[config.mk]
export PLATFORM = sky130hd
export DESIGN_NAME = joystick_event_conditioner
export DESIGN_NICKNAME = d
export VERILOG_FILES = /design/src/hw/rtl/jec_pkg.sv /design/src/hw/rtl/jec_front.sv /design/src/hw/rtl/jec_queue.sv /design/src/hw/rtl/jec_back.sv /design/src/hw/rtl/joystick_event_conditioner.sv
export SDC_FILE = /design/constraint.sdc
export NUM_CORES = 2
export LEC_CHECK = 0
export BUFFER_PORTS_ARGS = -buffer_cell sky130_fd_sc_hd__buf_2
export CAP_MARGIN = 30
export CORE_MARGIN = 5
export CORE_UTILIZATION = 60
export DETAILED_ROUTE_END_ITERATION = 7
export GPL_TIMING_DRIVEN = 0
export PLACE_DENSITY_LB_ADDON = 0.05
export SYNTH_ARGS = -nofsm -noshare
export SYNTH_HDL_FRONTEND = slang
export SYNTH_HIERARCHICAL = 1
export SYNTH_SLANG_ARGS = --single-unit
[constraint.sdc]
create_clock -name clk -period 10.6 [get_ports clk]
set_input_delay 0.53 -clock clk [delete_from_list [all_inputs] [get_ports clk]]
set_output_delay 0.53 -clock clk [all_outputs]
set_load 0.01 [all_outputs]
[src/hw/rtl/jec_pkg.sv]
// Package for the joystick event conditioner: sizes, configuration layout,
// command and state types shared by the front, queue and back modules.
// No dependencies.
package jec_pkg;

  localparam int NUM_AXES    = 8;
  localparam int NUM_BUTTONS = 16;
  localparam int NUM_ENTRIES = NUM_AXES + NUM_BUTTONS;

  localparam int AXIS_IDX_W  = (NUM_AXES > 1) ? $clog2(NUM_AXES) : 1;
  localparam int BTN_IDX_W   = (NUM_BUTTONS > 1) ? $clog2(NUM_BUTTONS) : 1;
  localparam int ENTRY_W     = $clog2(NUM_ENTRIES);

  // Mask registers have fixed widths; channels beyond them are never masked.
  localparam int AXIS_MASK_W = 8;
  localparam int BTN_MASK_W  = 16;

  localparam int QUEUE_DEPTH = 2;
  localparam int QPTR_W      = (QUEUE_DEPTH > 1) ? $clog2(QUEUE_DEPTH) : 1;
  localparam int QCNT_W      = $clog2(QUEUE_DEPTH + 1);

  localparam int CFG_IDX_W   = 3;
  localparam int CFG_DATA_W  = 32;

  typedef enum logic [CFG_IDX_W-1:0] {
    REG_DEADZONE_LEVEL     = 3'd0,
    REG_DEADZONE_GAIN      = 3'd1,
    REG_AXIS_REVERSE_MASK  = 3'd2,
    REG_BUTTON_INVERT_MASK = 3'd3,
    REG_STICKY_MODE        = 3'd4,
    REG_PUBLISH_INTERVAL   = 3'd5,
    REG_COALESCE_WINDOW    = 3'd6
  } cfg_reg_t;

  typedef struct packed {
    logic [14:0] deadzone_level;
    logic [19:0] deadzone_gain;
    logic [7:0]  axis_reverse_mask;
    logic [15:0] button_invert_mask;
    logic        sticky_mode;
    logic [31:0] publish_interval;
    logic [31:0] coalesce_window;
  } cfg_t;

  localparam cfg_t CFG_RESET = '{
    deadzone_level:     15'd0,
    deadzone_gain:      20'd32768,
    axis_reverse_mask:  8'd0,
    button_invert_mask: 16'd0,
    sticky_mode:        1'b0,
    publish_interval:   32'd10000,
    coalesce_window:    32'd0
  };

  typedef enum logic [1:0] {
    CMD_TICK   = 2'd0,
    CMD_AXIS   = 2'd1,
    CMD_BUTTON = 2'd2
  } cmd_kind_t;

  typedef struct packed {
    cmd_kind_t          kind;
    logic               idx_ok;
    logic               mark;
    logic [7:0]         idx;
    logic signed [15:0] sample;
  } cmd_t;

  typedef struct packed {
    logic full;
    logic empty;
  } q_stat_t;

  typedef enum logic [2:0] {
    ST_IDLE,
    ST_MUL,
    ST_APPLY,
    ST_DECIDE,
    ST_REPORT
  } back_state_t;

endpackage

[src/hw/rtl/jec_front.sv]
// Front end of the joystick event conditioner: accepts input transactions,
// classifies them into commands and hands them to the command queue.
// Depends on jec_pkg.
module jec_front (
  input  logic                clk,
  input  logic                rst_n,
  input  logic                in_valid,
  output logic                in_ready,
  input  logic                in_op,
  input  logic                in_event_kind,
  input  logic                in_init_flag,
  input  logic [7:0]          in_channel_index,
  input  logic signed [15:0]  in_sample_value,
  input  jec_pkg::q_stat_t    q_stat,
  output logic                q_push,
  output jec_pkg::cmd_t       q_cmd
);

  logic          hold_valid_r, hold_valid_nxt;
  jec_pkg::cmd_t hold_cmd_r, hold_cmd_nxt;
  jec_pkg::cmd_t cls;
  logic          accept;

  // Axis events always mark the store dirty; button events only when they
  // are not initial-state reports from the device.
  always_comb begin
    cls.idx    = in_channel_index;
    cls.sample = in_sample_value;
    if (in_op) begin
      cls.kind   = jec_pkg::CMD_TICK;
      cls.idx_ok = 1'b0;
      cls.mark   = 1'b0;
    end else if (in_event_kind) begin
      cls.kind   = jec_pkg::CMD_AXIS;
      cls.idx_ok = in_channel_index < 8'(jec_pkg::NUM_AXES);
      cls.mark   = 1'b1;
    end else begin
      cls.kind   = jec_pkg::CMD_BUTTON;
      cls.idx_ok = in_channel_index < 8'(jec_pkg::NUM_BUTTONS);
      cls.mark   = !in_init_flag;
    end
  end

  assign q_push   = hold_valid_r && !q_stat.full;
  assign in_ready = !hold_valid_r || q_push;
  assign accept   = in_valid && in_ready;
  assign q_cmd    = hold_cmd_r;

  always_comb begin
    hold_valid_nxt = hold_valid_r;
    hold_cmd_nxt   = hold_cmd_r;
    if (q_push) begin
      hold_valid_nxt = 1'b0;
    end
    if (accept) begin
      hold_valid_nxt = 1'b1;
      hold_cmd_nxt   = cls;
    end
  end

  always_ff @(posedge clk) begin
    if (!rst_n) begin
      hold_valid_r <= 1'b0;
    end else begin
      hold_valid_r <= hold_valid_nxt;
    end
    hold_cmd_r <= hold_cmd_nxt;
  end

endmodule

[src/hw/rtl/jec_queue.sv]
// Short command queue between the front and back of the conditioner.
// Depends on jec_pkg.
module jec_queue (
  input  logic             clk,
  input  logic             rst_n,
  input  logic             push,
  input  jec_pkg::cmd_t    cmd_in,
  input  logic             pop,
  output jec_pkg::cmd_t    cmd_out,
  output jec_pkg::q_stat_t stat
);

  jec_pkg::cmd_t                entries_r [jec_pkg::QUEUE_DEPTH];
  logic [jec_pkg::QPTR_W-1:0]   wr_ptr_r, wr_ptr_nxt;
  logic [jec_pkg::QPTR_W-1:0]   rd_ptr_r, rd_ptr_nxt;
  logic [jec_pkg::QCNT_W-1:0]   count_r, count_nxt;

  localparam logic [jec_pkg::QPTR_W-1:0] LAST_PTR = jec_pkg::QPTR_W'(jec_pkg::QUEUE_DEPTH - 1);

  assign stat.full  = count_r == jec_pkg::QCNT_W'(jec_pkg::QUEUE_DEPTH);
  assign stat.empty = count_r == '0;
  assign cmd_out    = entries_r[rd_ptr_r];

  always_comb begin
    wr_ptr_nxt = wr_ptr_r;
    rd_ptr_nxt = rd_ptr_r;
    count_nxt  = count_r;
    if (push) begin
      wr_ptr_nxt = (wr_ptr_r == LAST_PTR) ? '0 : wr_ptr_r + 1'b1;
    end
    if (pop) begin
      rd_ptr_nxt = (rd_ptr_r == LAST_PTR) ? '0 : rd_ptr_r + 1'b1;
    end
    if (push && !pop) begin
      count_nxt = count_r + 1'b1;
    end else if (pop && !push) begin
      count_nxt = count_r - 1'b1;
    end
  end

  always_ff @(posedge clk) begin
    if (!rst_n) begin
      wr_ptr_r <= '0;
      rd_ptr_r <= '0;
      count_r  <= '0;
    end else begin
      wr_ptr_r <= wr_ptr_nxt;
      rd_ptr_r <= rd_ptr_nxt;
      count_r  <= count_nxt;
    end
    if (push) begin
      entries_r[wr_ptr_r] <= cmd_in;
    end
  end

endmodule

[src/hw/rtl/jec_back.sv]
// Back end of the conditioner: executes queued commands on the channel store
// and tick counters, decides on reports and walks the store into the output.
// Depends on jec_pkg.
module jec_back (
  input  logic                clk,
  input  logic                rst_n,
  input  jec_pkg::cfg_t       cfg,
  input  jec_pkg::q_stat_t    q_stat,
  input  jec_pkg::cmd_t       q_cmd,
  output logic                q_pop,
  output logic                out_valid,
  input  logic                out_ready,
  output logic                out_channel_kind,
  output logic [3:0]          out_channel_number,
  output logic signed [15:0]  out_channel_value,
  output logic [47:0]         out_report_time,
  output logic                out_last_entry
);

  localparam int NA = jec_pkg::NUM_AXES;
  localparam int NB = jec_pkg::NUM_BUTTONS;
  localparam int EW = jec_pkg::ENTRY_W;

  jec_pkg::back_state_t state_r, state_nxt;
  jec_pkg::cmd_t        cmd_r, cmd_nxt;
  logic [35:0]          prod_r, prod_nxt;
  logic                 dead_r, dead_nxt;
  logic [EW-1:0]        walk_r, walk_nxt;

  logic signed [15:0]   axis_store_r [NA];
  logic signed [15:0]   axis_store_nxt [NA];
  logic                 btn_store_r [NB];
  logic                 btn_store_nxt [NB];
  logic                 dirty_r, dirty_nxt;
  logic [31:0]          tsc_r, tsc_nxt;
  logic [31:0]          tsr_r, tsr_nxt;
  logic [47:0]          tick_r, tick_nxt;

  logic                 out_valid_r, out_valid_nxt;
  logic                 out_kind_r, out_kind_nxt;
  logic [3:0]           out_num_r, out_num_nxt;
  logic signed [15:0]   out_val_r, out_val_nxt;
  logic [47:0]          out_time_r, out_time_nxt;
  logic                 out_last_r, out_last_nxt;

  logic [15:0]          mag;
  logic [15:0]          dz16;
  logic [15:0]          diff;
  logic [36:0]          rounded;
  logic [21:0]          scaled;
  logic [14:0]          sat;
  logic                 rev;
  logic signed [15:0]   axis_val;
  logic                 inv;
  logic signed [16:0]   btn_v;
  logic                 report;
  logic [EW-1:0]        btn_walk;
  logic                 load_ok;

  // Magnitude of the sample; the most negative code maps to 32768.
  always_comb begin
    mag  = cmd_r.sample[15] ? (~cmd_r.sample + 16'd1) : cmd_r.sample;
    dz16 = {1'b0, cfg.deadzone_level};
    diff = mag - dz16;
  end

  // Rounding, saturation and sign handling after the registered product.
  always_comb begin
    rounded  = {1'b0, prod_r} + 37'd16384;
    scaled   = rounded[36:15];
    sat      = (scaled > 22'd32767) ? 15'h7fff : scaled[14:0];
    rev      = (cmd_r.idx < 8'(jec_pkg::AXIS_MASK_W)) &&
               cfg.axis_reverse_mask[cmd_r.idx[2:0]];
    if (dead_r) begin
      axis_val = '0;
    end else if (cmd_r.sample[15] ^ rev) begin
      axis_val = -$signed({1'b0, sat});
    end else begin
      axis_val = $signed({1'b0, sat});
    end
    inv   = (cmd_r.idx < 8'(jec_pkg::BTN_MASK_W)) &&
            cfg.button_invert_mask[cmd_r.idx[3:0]];
    btn_v = inv ? (17'sd1 - 17'(cmd_r.sample)) : 17'(cmd_r.sample);
  end

  assign report = (dirty_r && (cfg.coalesce_window != '0)) ?
                  (tsc_r >= cfg.coalesce_window) :
                  (tsr_r >= cfg.publish_interval);

  assign btn_walk = walk_r - EW'(NA);
  assign load_ok  = !out_valid_r || out_ready;

  always_comb begin
    state_nxt      = state_r;
    cmd_nxt        = cmd_r;
    prod_nxt       = prod_r;
    dead_nxt       = dead_r;
    walk_nxt       = walk_r;
    axis_store_nxt = axis_store_r;
    btn_store_nxt  = btn_store_r;
    dirty_nxt      = dirty_r;
    tsc_nxt        = tsc_r;
    tsr_nxt        = tsr_r;
    tick_nxt       = tick_r;
    out_valid_nxt  = out_valid_r;
    out_kind_nxt   = out_kind_r;
    out_num_nxt    = out_num_r;
    out_val_nxt    = out_val_r;
    out_time_nxt   = out_time_r;
    out_last_nxt   = out_last_r;
    q_pop          = 1'b0;

    if (out_ready) begin
      out_valid_nxt = 1'b0;
    end

    unique case (state_r)
      jec_pkg::ST_IDLE: begin
        if (!q_stat.empty) begin
          q_pop     = 1'b1;
          cmd_nxt   = q_cmd;
          state_nxt = jec_pkg::ST_MUL;
        end
      end
      jec_pkg::ST_MUL: begin
        prod_nxt  = {20'd0, diff} * {16'd0, cfg.deadzone_gain};
        dead_nxt  = mag < dz16;
        state_nxt = jec_pkg::ST_APPLY;
      end
      jec_pkg::ST_APPLY: begin
        unique case (cmd_r.kind)
          jec_pkg::CMD_TICK: begin
            tick_nxt = tick_r + 48'd1;
            if (tsc_r != '1) begin
              tsc_nxt = tsc_r + 32'd1;
            end
            if (tsr_r != '1) begin
              tsr_nxt = tsr_r + 32'd1;
            end
          end
          jec_pkg::CMD_AXIS: begin
            if (cmd_r.idx_ok) begin
              axis_store_nxt[cmd_r.idx[jec_pkg::AXIS_IDX_W-1:0]] = axis_val;
            end
          end
          jec_pkg::CMD_BUTTON: begin
            if (cmd_r.idx_ok) begin
              if (cfg.sticky_mode) begin
                if (btn_v == 17'sd1) begin
                  btn_store_nxt[cmd_r.idx[jec_pkg::BTN_IDX_W-1:0]] =
                    !btn_store_r[cmd_r.idx[jec_pkg::BTN_IDX_W-1:0]];
                end
              end else begin
                btn_store_nxt[cmd_r.idx[jec_pkg::BTN_IDX_W-1:0]] = btn_v != '0;
              end
            end
          end
          default: begin
          end
        endcase
        if (cmd_r.mark) begin
          dirty_nxt = 1'b1;
          tsc_nxt   = '0;
        end
        state_nxt = jec_pkg::ST_DECIDE;
      end
      jec_pkg::ST_DECIDE: begin
        if (report) begin
          dirty_nxt = 1'b0;
          tsr_nxt   = '0;
          walk_nxt  = '0;
          state_nxt = jec_pkg::ST_REPORT;
        end else begin
          state_nxt = jec_pkg::ST_IDLE;
        end
      end
      jec_pkg::ST_REPORT: begin
        if (load_ok) begin
          out_valid_nxt = 1'b1;
          out_time_nxt  = tick_r;
          out_last_nxt  = walk_r == EW'(jec_pkg::NUM_ENTRIES - 1);
          if (walk_r < EW'(NA)) begin
            out_kind_nxt = 1'b0;
            out_num_nxt  = 4'(walk_r);
            out_val_nxt  = axis_store_r[walk_r[jec_pkg::AXIS_IDX_W-1:0]];
          end else begin
            out_kind_nxt = 1'b1;
            out_num_nxt  = 4'(btn_walk);
            out_val_nxt  = {15'd0, btn_store_r[btn_walk[jec_pkg::BTN_IDX_W-1:0]]};
          end
          if (walk_r == EW'(jec_pkg::NUM_ENTRIES - 1)) begin
            state_nxt = jec_pkg::ST_IDLE;
          end else begin
            walk_nxt = walk_r + 1'b1;
          end
        end
      end
      default: begin
        state_nxt = jec_pkg::ST_IDLE;
      end
    endcase
  end

  always_ff @(posedge clk) begin
    if (!rst_n) begin
      state_r     <= jec_pkg::ST_IDLE;
      walk_r      <= '0;
      dirty_r     <= 1'b0;
      tsc_r       <= '0;
      tsr_r       <= '0;
      tick_r      <= '0;
      out_valid_r <= 1'b0;
      for (int i = 0; i < NA; i++) begin
        axis_store_r[i] <= '0;
      end
      for (int i = 0; i < NB; i++) begin
        btn_store_r[i] <= 1'b0;
      end
    end else begin
      state_r      <= state_nxt;
      walk_r       <= walk_nxt;
      dirty_r      <= dirty_nxt;
      tsc_r        <= tsc_nxt;
      tsr_r        <= tsr_nxt;
      tick_r       <= tick_nxt;
      out_valid_r  <= out_valid_nxt;
      axis_store_r <= axis_store_nxt;
      btn_store_r  <= btn_store_nxt;
    end
    cmd_r      <= cmd_nxt;
    prod_r     <= prod_nxt;
    dead_r     <= dead_nxt;
    out_kind_r <= out_kind_nxt;
    out_num_r  <= out_num_nxt;
    out_val_r  <= out_val_nxt;
    out_time_r <= out_time_nxt;
    out_last_r <= out_last_nxt;
  end

  assign out_valid          = out_valid_r;
  assign out_channel_kind   = out_kind_r;
  assign out_channel_number = out_num_r;
  assign out_channel_value  = out_val_r;
  assign out_report_time    = out_time_r;
  assign out_last_entry     = out_last_r;

endmodule

[src/hw/rtl/joystick_event_conditioner.sv]
// An accepted transaction passes through the front's holding register and a queue entry before
// the back end pops it into its command register. The back end handles one command at a time,
// stepping through pop, deadzone multiply, store update and report decision; when the command
// triggers a report it then walks all 24 entries out, waiting while out_ready holds an entry back.
// Reset (rst_n, synchronous, active low) clears stores, counters, queue and handshakes at once
// and loads configuration defaults; no clearing pass follows.
//
// Top level of the joystick event conditioner. Depends on jec_pkg, jec_front, jec_queue and
// jec_back.
module joystick_event_conditioner (
  input  logic                clk,
  input  logic                rst_n,
  input  logic                in_valid,
  output logic                in_ready,
  input  logic                in_op,
  input  logic                in_event_kind,
  input  logic                in_init_flag,
  input  logic [7:0]          in_channel_index,
  input  logic signed [15:0]  in_sample_value,
  output logic                out_valid,
  input  logic                out_ready,
  output logic                out_channel_kind,
  output logic [3:0]          out_channel_number,
  output logic signed [15:0]  out_channel_value,
  output logic [47:0]         out_report_time,
  output logic                out_last_entry,
  input  logic                cfg_we,
  input  logic [jec_pkg::CFG_IDX_W-1:0]  cfg_index,
  input  logic [jec_pkg::CFG_DATA_W-1:0] cfg_wdata
);

  // Configuration registers. Write them only while the block is idle; the block does not
  // enforce this itself, and the back end reads them directly without any shadowing.
  jec_pkg::cfg_t cfg_r, cfg_nxt;

  always_comb begin
    cfg_nxt = cfg_r;
    if (cfg_we) begin
      unique case (jec_pkg::cfg_reg_t'(cfg_index))
        jec_pkg::REG_DEADZONE_LEVEL:     cfg_nxt.deadzone_level     = cfg_wdata[14:0];
        jec_pkg::REG_DEADZONE_GAIN:      cfg_nxt.deadzone_gain      = cfg_wdata[19:0];
        jec_pkg::REG_AXIS_REVERSE_MASK:  cfg_nxt.axis_reverse_mask  = cfg_wdata[7:0];
        jec_pkg::REG_BUTTON_INVERT_MASK: cfg_nxt.button_invert_mask = cfg_wdata[15:0];
        jec_pkg::REG_STICKY_MODE:        cfg_nxt.sticky_mode        = cfg_wdata[0];
        jec_pkg::REG_PUBLISH_INTERVAL:   cfg_nxt.publish_interval   = cfg_wdata;
        jec_pkg::REG_COALESCE_WINDOW:    cfg_nxt.coalesce_window    = cfg_wdata;
        default: begin
          // Writes to unused indexes are dropped.
        end
      endcase
    end
  end

  always_ff @(posedge clk) begin
    if (!rst_n) begin
      cfg_r <= jec_pkg::CFG_RESET;
    end else begin
      cfg_r <= cfg_nxt;
    end
  end

  // The front classifies each transaction into a tick, axis or button command
  // and parks it in a holding register until the queue has room.
  jec_pkg::q_stat_t q_stat;
  jec_pkg::cmd_t    push_cmd;
  jec_pkg::cmd_t    pop_cmd;
  logic             q_push;
  logic             q_pop;

  jec_front u_front (
    .clk              (clk),
    .rst_n            (rst_n),
    .in_valid         (in_valid),
    .in_ready         (in_ready),
    .in_op            (in_op),
    .in_event_kind    (in_event_kind),
    .in_init_flag     (in_init_flag),
    .in_channel_index (in_channel_index),
    .in_sample_value  (in_sample_value),
    .q_stat           (q_stat),
    .q_push           (q_push),
    .q_cmd            (push_cmd)
  );

  // The queue lets the front keep taking transactions while the back end is
  // busy walking a report out.
  jec_queue u_queue (
    .clk     (clk),
    .rst_n   (rst_n),
    .push    (q_push),
    .cmd_in  (push_cmd),
    .pop     (q_pop),
    .cmd_out (pop_cmd),
    .stat    (q_stat)
  );

  // The back end owns the channel store and tick counters. Each command is
  // applied, then the report condition is checked against the updated state;
  // a report streams every axis, then every button, through the output register.
  jec_back u_back (
    .clk                (clk),
    .rst_n              (rst_n),
    .cfg                (cfg_r),
    .q_stat             (q_stat),
    .q_cmd              (pop_cmd),
    .q_pop              (q_pop),
    .out_valid          (out_valid),
    .out_ready          (out_ready),
    .out_channel_kind   (out_channel_kind),
    .out_channel_number (out_channel_number),
    .out_channel_value  (out_channel_value),
    .out_report_time    (out_report_time),
    .out_last_entry     (out_last_entry)
  );

`ifndef SYNTHESIS
  // The front never pushes into a full queue.
  a_no_push_full: assert property (@(posedge clk) disable iff (!rst_n)
    q_push |-> !q_stat.full)
    else $error("command pushed into a full queue");

  // The back end never pops an empty queue.
  a_no_pop_empty: assert property (@(posedge clk) disable iff (!rst_n)
    q_pop |-> !q_stat.empty)
    else $error("command popped from an empty queue");

  // The final entry of a report is always the highest button.
  a_last_is_button: assert property (@(posedge clk) disable iff (!rst_n)
    (out_valid && out_last_entry) |->
      (out_channel_kind && (out_channel_number == 4'(jec_pkg::NUM_BUTTONS - 1))))
    else $error("last report entry is not the final button");
`endif

endmodule
# Yosys cells after proc, flatten, opt, wreduce, memory -nomap -nowiden
# Memory sizes are Yosys's and may differ from the RTL's. A register that Yosys moved wholly into a read port is not among the register bits.
# Index checks and enable logic that the tools add are counted.
[totals] n_memories=1 ram_bits=56 elab_cells=232 inputBits=67 regBits=530 output_inout_bits=72
[memory_table] name="u_queue.entries_r" words=2 word_bits=28 read_ports=1 rd_ports_with_merged_regs=1 write_ports=1 line="jec_queue.sv:13" text="jec_pkg::cmd_t entries_r [jec_pkg::QUEUE_DEPTH];"
[classes] magnitude_cmp=17 muxes=64 mul=1 n_eq_ne=26 add_sub_neg=14 bitwise=7 reduce_logical=47
[op_table] cell="32-bit 2-to-1 mux" n=6
[op_table] cell="128-bit bitwise mux" n=1
[op_table] cell="16-bit 2-to-1 mux" n=8
[op_table] cell="32-bit by 1-bit adder with 32-bit output, second input constant" n=2
[op_table] cell="32-bit >= comparator" n=2
[op_table] cell="32-bit != test, second input constant" n=2
[op_table] cell="32-bit case mux with 2 select lines" n=1
[op_table] cell="48-bit by 1-bit adder with 48-bit output, second input constant" n=1
[op_table] cell="16-bit binary-select mux with 3-bit select" n=1
[op_table] cell="16-bit demux with 3-bit select" n=1
[op_table] cell="36-bit by 15-bit adder with 37-bit output, second input constant" n=1
[op_table] cell="16-bit by 20-bit multiplier with 36-bit output" n=1
[op_table] cell="16-bit bitwise mux" n=2
[op_table] cell="32-bit nonzero test" n=1
[op_table] cell="1-bit 2-to-1 mux" n=23
[op_table] cell="22-bit by 15-bit > comparator with 1-bit output, second input constant" n=1
[op_table] cell="2-bit AND reduction" n=10
[op_table] cell="17-bit by 2-bit equality test with 1-bit output, second input constant" n=1
[op_table] cell="17-bit 2-to-1 mux" n=1
[op_table] cell="17-bit nonzero test" n=1
[op_table] cell="2-bit by 16-bit subtractor with 17-bit output, first input constant" n=1
[op_table] cell="16-bit by 1-bit adder with 16-bit output, second input constant" n=1
[op_table] cell="16-bit by 15-bit < comparator with 1-bit output" n=1
[op_table] cell="8-bit by 4-bit < comparator with 1-bit output, second input constant" n=2
[op_table] cell="47 further kinds" n=104

# Depth between registers and ports, before layout
[depth] depth_word=8 depth_mapped=38 depth_no_buf=36

# By module
# Netlist, hierarchy kept.
[modules_own_cells] module="jec_back" instances=1 area_per_inst_um2=29774.8 seq_area_each_um2=8958.6 cells_each=3221
[modules_own_cells] module="joystick_event_conditioner" instances=1 area_per_inst_um2=4593.2 seq_area_each_um2=2482.4 cells_each=451
[modules_own_cells] module="jec_queue" instances=1 area_per_inst_um2=2243.4 seq_area_each_um2=1781.7 cells_each=109
[modules_own_cells] module="jec_front" instances=1 area_per_inst_um2=925.9 seq_area_each_um2=860.8 cells_each=40

# Worst setup path before layout
# OpenSTA, ideal clock, no wires.
[synth_timing] kind="flip-flop to flip-flop" start="register u_back/cmd_r[2] in the netlist's numbering" end="register u_back.prod_r[34], data pin" t_arrival_ps=8474 setup_ps=258 required_ps=10342 setup_slack_ps=1868 period_less_slack_ps=8732 n_path_buf=1 stages_incl_launch_ff=35 cell_sequence="edfxtp_1 inv_1 ha_1 or3b_1 or3_1 o21ai_0 xnor2_1 ha_1 and2_1 nand2_1 a211oi_1 nor2_1 a21oi_1 a221o_1 xor2_1 clkbuf_1 and2_1 fa_1 fa_1 fa_1 fa_1 fa_1 inv_1 fa_1 inv_1 ha_1 a211oi_1 o21ai_0 o21ai_0 o22ai_1 o31ai_1 a21oi_1 a211o_1 a21oi_1 xnor2_1"
[synth_between] elab_chain_len=5
[synth_rtl] item="start, declared" line="jec_back.sv:25" text="jec_pkg::cmd_t cmd_r, cmd_nxt;"
[synth_rtl] item="start signal, assigned" line="jec_back.sv:230" text="cmd_r <= cmd_nxt;"
[synth_rtl] item="16-bit NOT" line="jec_back.sv:62" text="mag = cmd_r.sample[15] ? (~cmd_r.sample + 16'd1) : cmd_r.sample;"
[synth_rtl] item="16-bit by 1-bit adder with 16-bit output" line="jec_back.sv:62"
[synth_rtl] item="16-bit 2-to-1 mux *" line="jec_back.sv:62"
[synth_rtl] item="16-bit by 15-bit subtractor with 16-bit output *" line="jec_back.sv:64" text="diff = mag - dz16;"
[synth_rtl] item="16-bit by 20-bit multiplier with 36-bit output *" line="jec_back.sv:126" text="prod_nxt = {20'd0, diff} * {16'd0, cfg.deadzone_gain};"
[synth_rtl] item="end signal, assigned" line="jec_back.sv:231" text="prod_r <= prod_nxt;"
[synth_rtl] item="end, declared" line="jec_back.sv:26" text="logic [35:0] prod_r, prod_nxt;"
# Mark *: on every way between the ends. The rest lies on a longest branch, timed or not.
# A chain may end at the register's enable or synchronous reset.

# Worst setup path in the final report
[layout_timing] start="register u_back/cmd_r[2] in the netlist's numbering" end="register u_back.prod_r[30], data pin"
# The elaborated chain is that of the path after synthesis.

==> metrics.csv <==
metric,value,unit
fin crit period,10050,ps
Gate Count Post-Synth,3821,
crit path launch,u_back/cmd_r[2]$_DFFE_PP_,
GRT overflow,0,
global-route wire length before repair,147,mm
Routed WL,92.5,mm
YS warnings,6,
ys async rst share,0,%
clock latency on the worst-skew pair,640,ps
critical path class,reg -> reg,
Post-Synth Simple-Gate Area,17.7,%
RSZ-0062 raised after global routing,no,
DRC,0,
Cell variety after synth,98,
die extent in x,260,um
initial core utilization,60.7,%
"Hold Vio Cnt, Final",0,
synthesis-to-layout area growth,11.1,%
top_reg_cell synth,dfxtp_1,
GRT Total Usage,27.1,%
Clock Skew,40.5,ps
"Req. time, crit path",11020,ps
synthesized area,37500,sq um
CTS max path bufs,3,
power per cell area,235,nW/um^2
total number of vias,27800,
full die area,67700,sq um
CTS Sinks,601,
Crit Path Max Fanout,10,
number of endpoints failing setup at the final stage,0,
Worst VDD drop,218,uV
Non-Filler Instances,4922,
FF+latch area,14100,sq um
root buf cell,clkbuf_16,
clk slew on worst S/H paths,60,ps
leakage,17.3,nW
CP Data Arrival Time,10470,ps
placer congestion estimate,0.913,
"commonest non-fill, non-tap cell in the layout",nand2_1,
DP HPWL,71.1,mm
Fillers,5040,
Post-Synth Adder-Cell Area,19.8,%
multi-input logic area,21200,sq um
Setup crit end kind,register,
nets,4541,
Worst setup SP type,register,
most frequent cells in the layout,"nand2_1, inv_1, dfxtp_1",
max-cap viol count,0,
status,"finished, final reports clean",
share of synthesized area spent on multiplexers,7.65,%
wire length per cell,18.8,um
Seq cells post-synth,601,
post-synthesis compound-gate area fraction,7.81,%
CP max-delay cell,fa_1,
vias in the first global route,27100,
Post-synth EDFFs,205,
FF-to-FF Start,u_back/cmd_r[2]$_DFFE_PP_,
worst min path class,in -> reg,
1st-iter DRT viols,2013,
die height,260,um
Worst Max-Slew Pin Slew,927,ps
CTS tree,yes,
Post-Synth XOR/XNOR Area,3.36,%
H-tree depth,2,
Placed Cells incl. Taps,4804,
largest family of logic cells by synthesized area,adder cells,
I/O pin cnt,139,
Via density,5.65,
Detail Route Antenna Nets,0,
Rows,91,
CTS Buf Count,61,
"Slew Viols, Final",0,
Fmax achieved,0.0995,GHz
synthesized net count,4331,
final cycle utilization of the critical path,94.8,%
Buffers on Ports,136,
CORE AREA,61800,sq um
CP peak stage delay,560,ps
"Seq/Total Area, Yosys",37.5,%
Slew HR,38.2,%
syn_area_per_cell,9.82,sq um
initial antenna violation count,2,
First-pass DRT Iterations,5,
Hold Crit Start,in_sample_value[12],
fraction of layout instances using a drive strength above 1,10.5,%
most used cell along the critical path,inv_1,
largest net degree at the start of global routing,35,
setup_tns,0,ps
worst paths after layout:
| kind | to | slack, ps | cells after the start |
|---|---|---|---|
| setup reg to reg | u_back/prod_r[30]$_DFFE_PP_ | 550 | 34 |
| setup / recovery | u_back/prod_r[30]$_DFFE_PP_ | 550 | 34 |
| hold / removal | u_front/q_cmd[12]$_DFFE_PP_ | 60 | 1 |
| hold reg to reg | u_queue/entries_r[1][3]$_DFFE_PP_ | 440 | 0 |
logic make-up after synthesis:
logic type	after synthesis
xor gates and xnor gates	144
adders and majority gates	443
DFF	601
AOI/OAI and AO/OA	464
and+or+nand+nor	1345
buffers and inverters	598
muxes	226
routing by layer:
layer	vias to the layer above	wire, um	GRT usage (%)
met2	766	43600	44.9
li1	13400	-	-
met3	169	5390	3.65
met5	-	0	0
met4	0	2850	7.90
met1	13500	40600	37.7
cell usage after synthesis, drive strengths merged (19+ instances only):
cell    number  area share (%)
nand2      537             5.4
inv        403             4.0
dfxtp      396              21
fa         250              13
edfxtp     205              16
ha         193             6.4
nor2       186             1.9
nand3      164             2.2
o21ai      158             2.1
clkbuf     155             1.6
mux2i      145             3.9
and2       123             2.1
a21oi      107             1.4
xnor2       77             1.8
xor2        67             1.6
mux4        45             2.7
nand4       44            0.77
nor2b       44            0.73
buf         40            0.62
or3         38            0.63
mux2        36             1.1
o211ai      36            0.72
nand2b      33            0.55
nor3        31            0.50
o31ai       29            0.58
o21a        28            0.58
and3        24            0.40
or4         23            0.46
and4        22            0.52
nor4        21            0.40
a21o        19            0.38
layout make-up:
| cell class | count | share of cell area [%] |
|---|---|---|
| repair buffers | 147 | 2.03 |
| well taps | 837 | 2.51 |
| diodes | 1 | 0.00600 |
| multi-input cells | 2622 | 50.7 |
| flip-flops and latches | 601 | 33.8 |
| inverters | 403 | 3.63 |
| clock inverters | 49 | 1.61 |
| clock buffers | 67 | 3.74 |
| plain buffers | 195 | 1.97 |
state kept, by name (all words and copies together) (netlist names), 2 cells and up, named ones only:
name	count
cfg_r	124
u_back/axis_store_r	128
u_back/btn_store_r	16
u_back/cmd_r	28
u_back/out_channel_number	4
u_back/out_channel_value	16
u_back/out_report_time	48
u_back/prod_r	22
u_back/state_r	3
u_back/tick_r	48
u_back/tsc_r	32
u_back/tsr_r	32
u_back/walk_r	5
u_front/q_cmd	28
u_queue/count_r	2
u_queue/entries_r	56
power breakdown:
group          internal [mW]  switching, mW
registers               2.65          0.126
logic                   1.64           3.06
clock network           1.39          0.956
total                   5.68           4.14
stage by stage:
stage	hold WS [ps]	worst slack (ps)	total power, mW	instance area (sq um)	util [%]
2_1_floorplan	421	1870	6.03	37500	-
3_3_place_gp	423	439	7.34	39300	63.5
3_5_place_dp	431	373	7.43	39400	63.8
4_1_cts	19.5	263	9.81	41700	67.4
5_1_grt	29.1	16.6	10.5	41700	67.5
6_report	56.7	551	9.82	41700	67.5
critical path, delay by kind of cell (launching register included):
kind            cells  cell delay [ps]
compound gates      6             1750
xor+xnor            3              720
fa+ha+maj           9             3880
buf+inv             7              980
flops               1              400
simple gates        9             2090
repair_timing:
action	in CTS	in global routing
setup endpoints to repair	0	12
resized for setup	0	20
setup buffers	0	0
hold buffers	0	0
No activity file was read; power rests on OpenSTA's default activity.
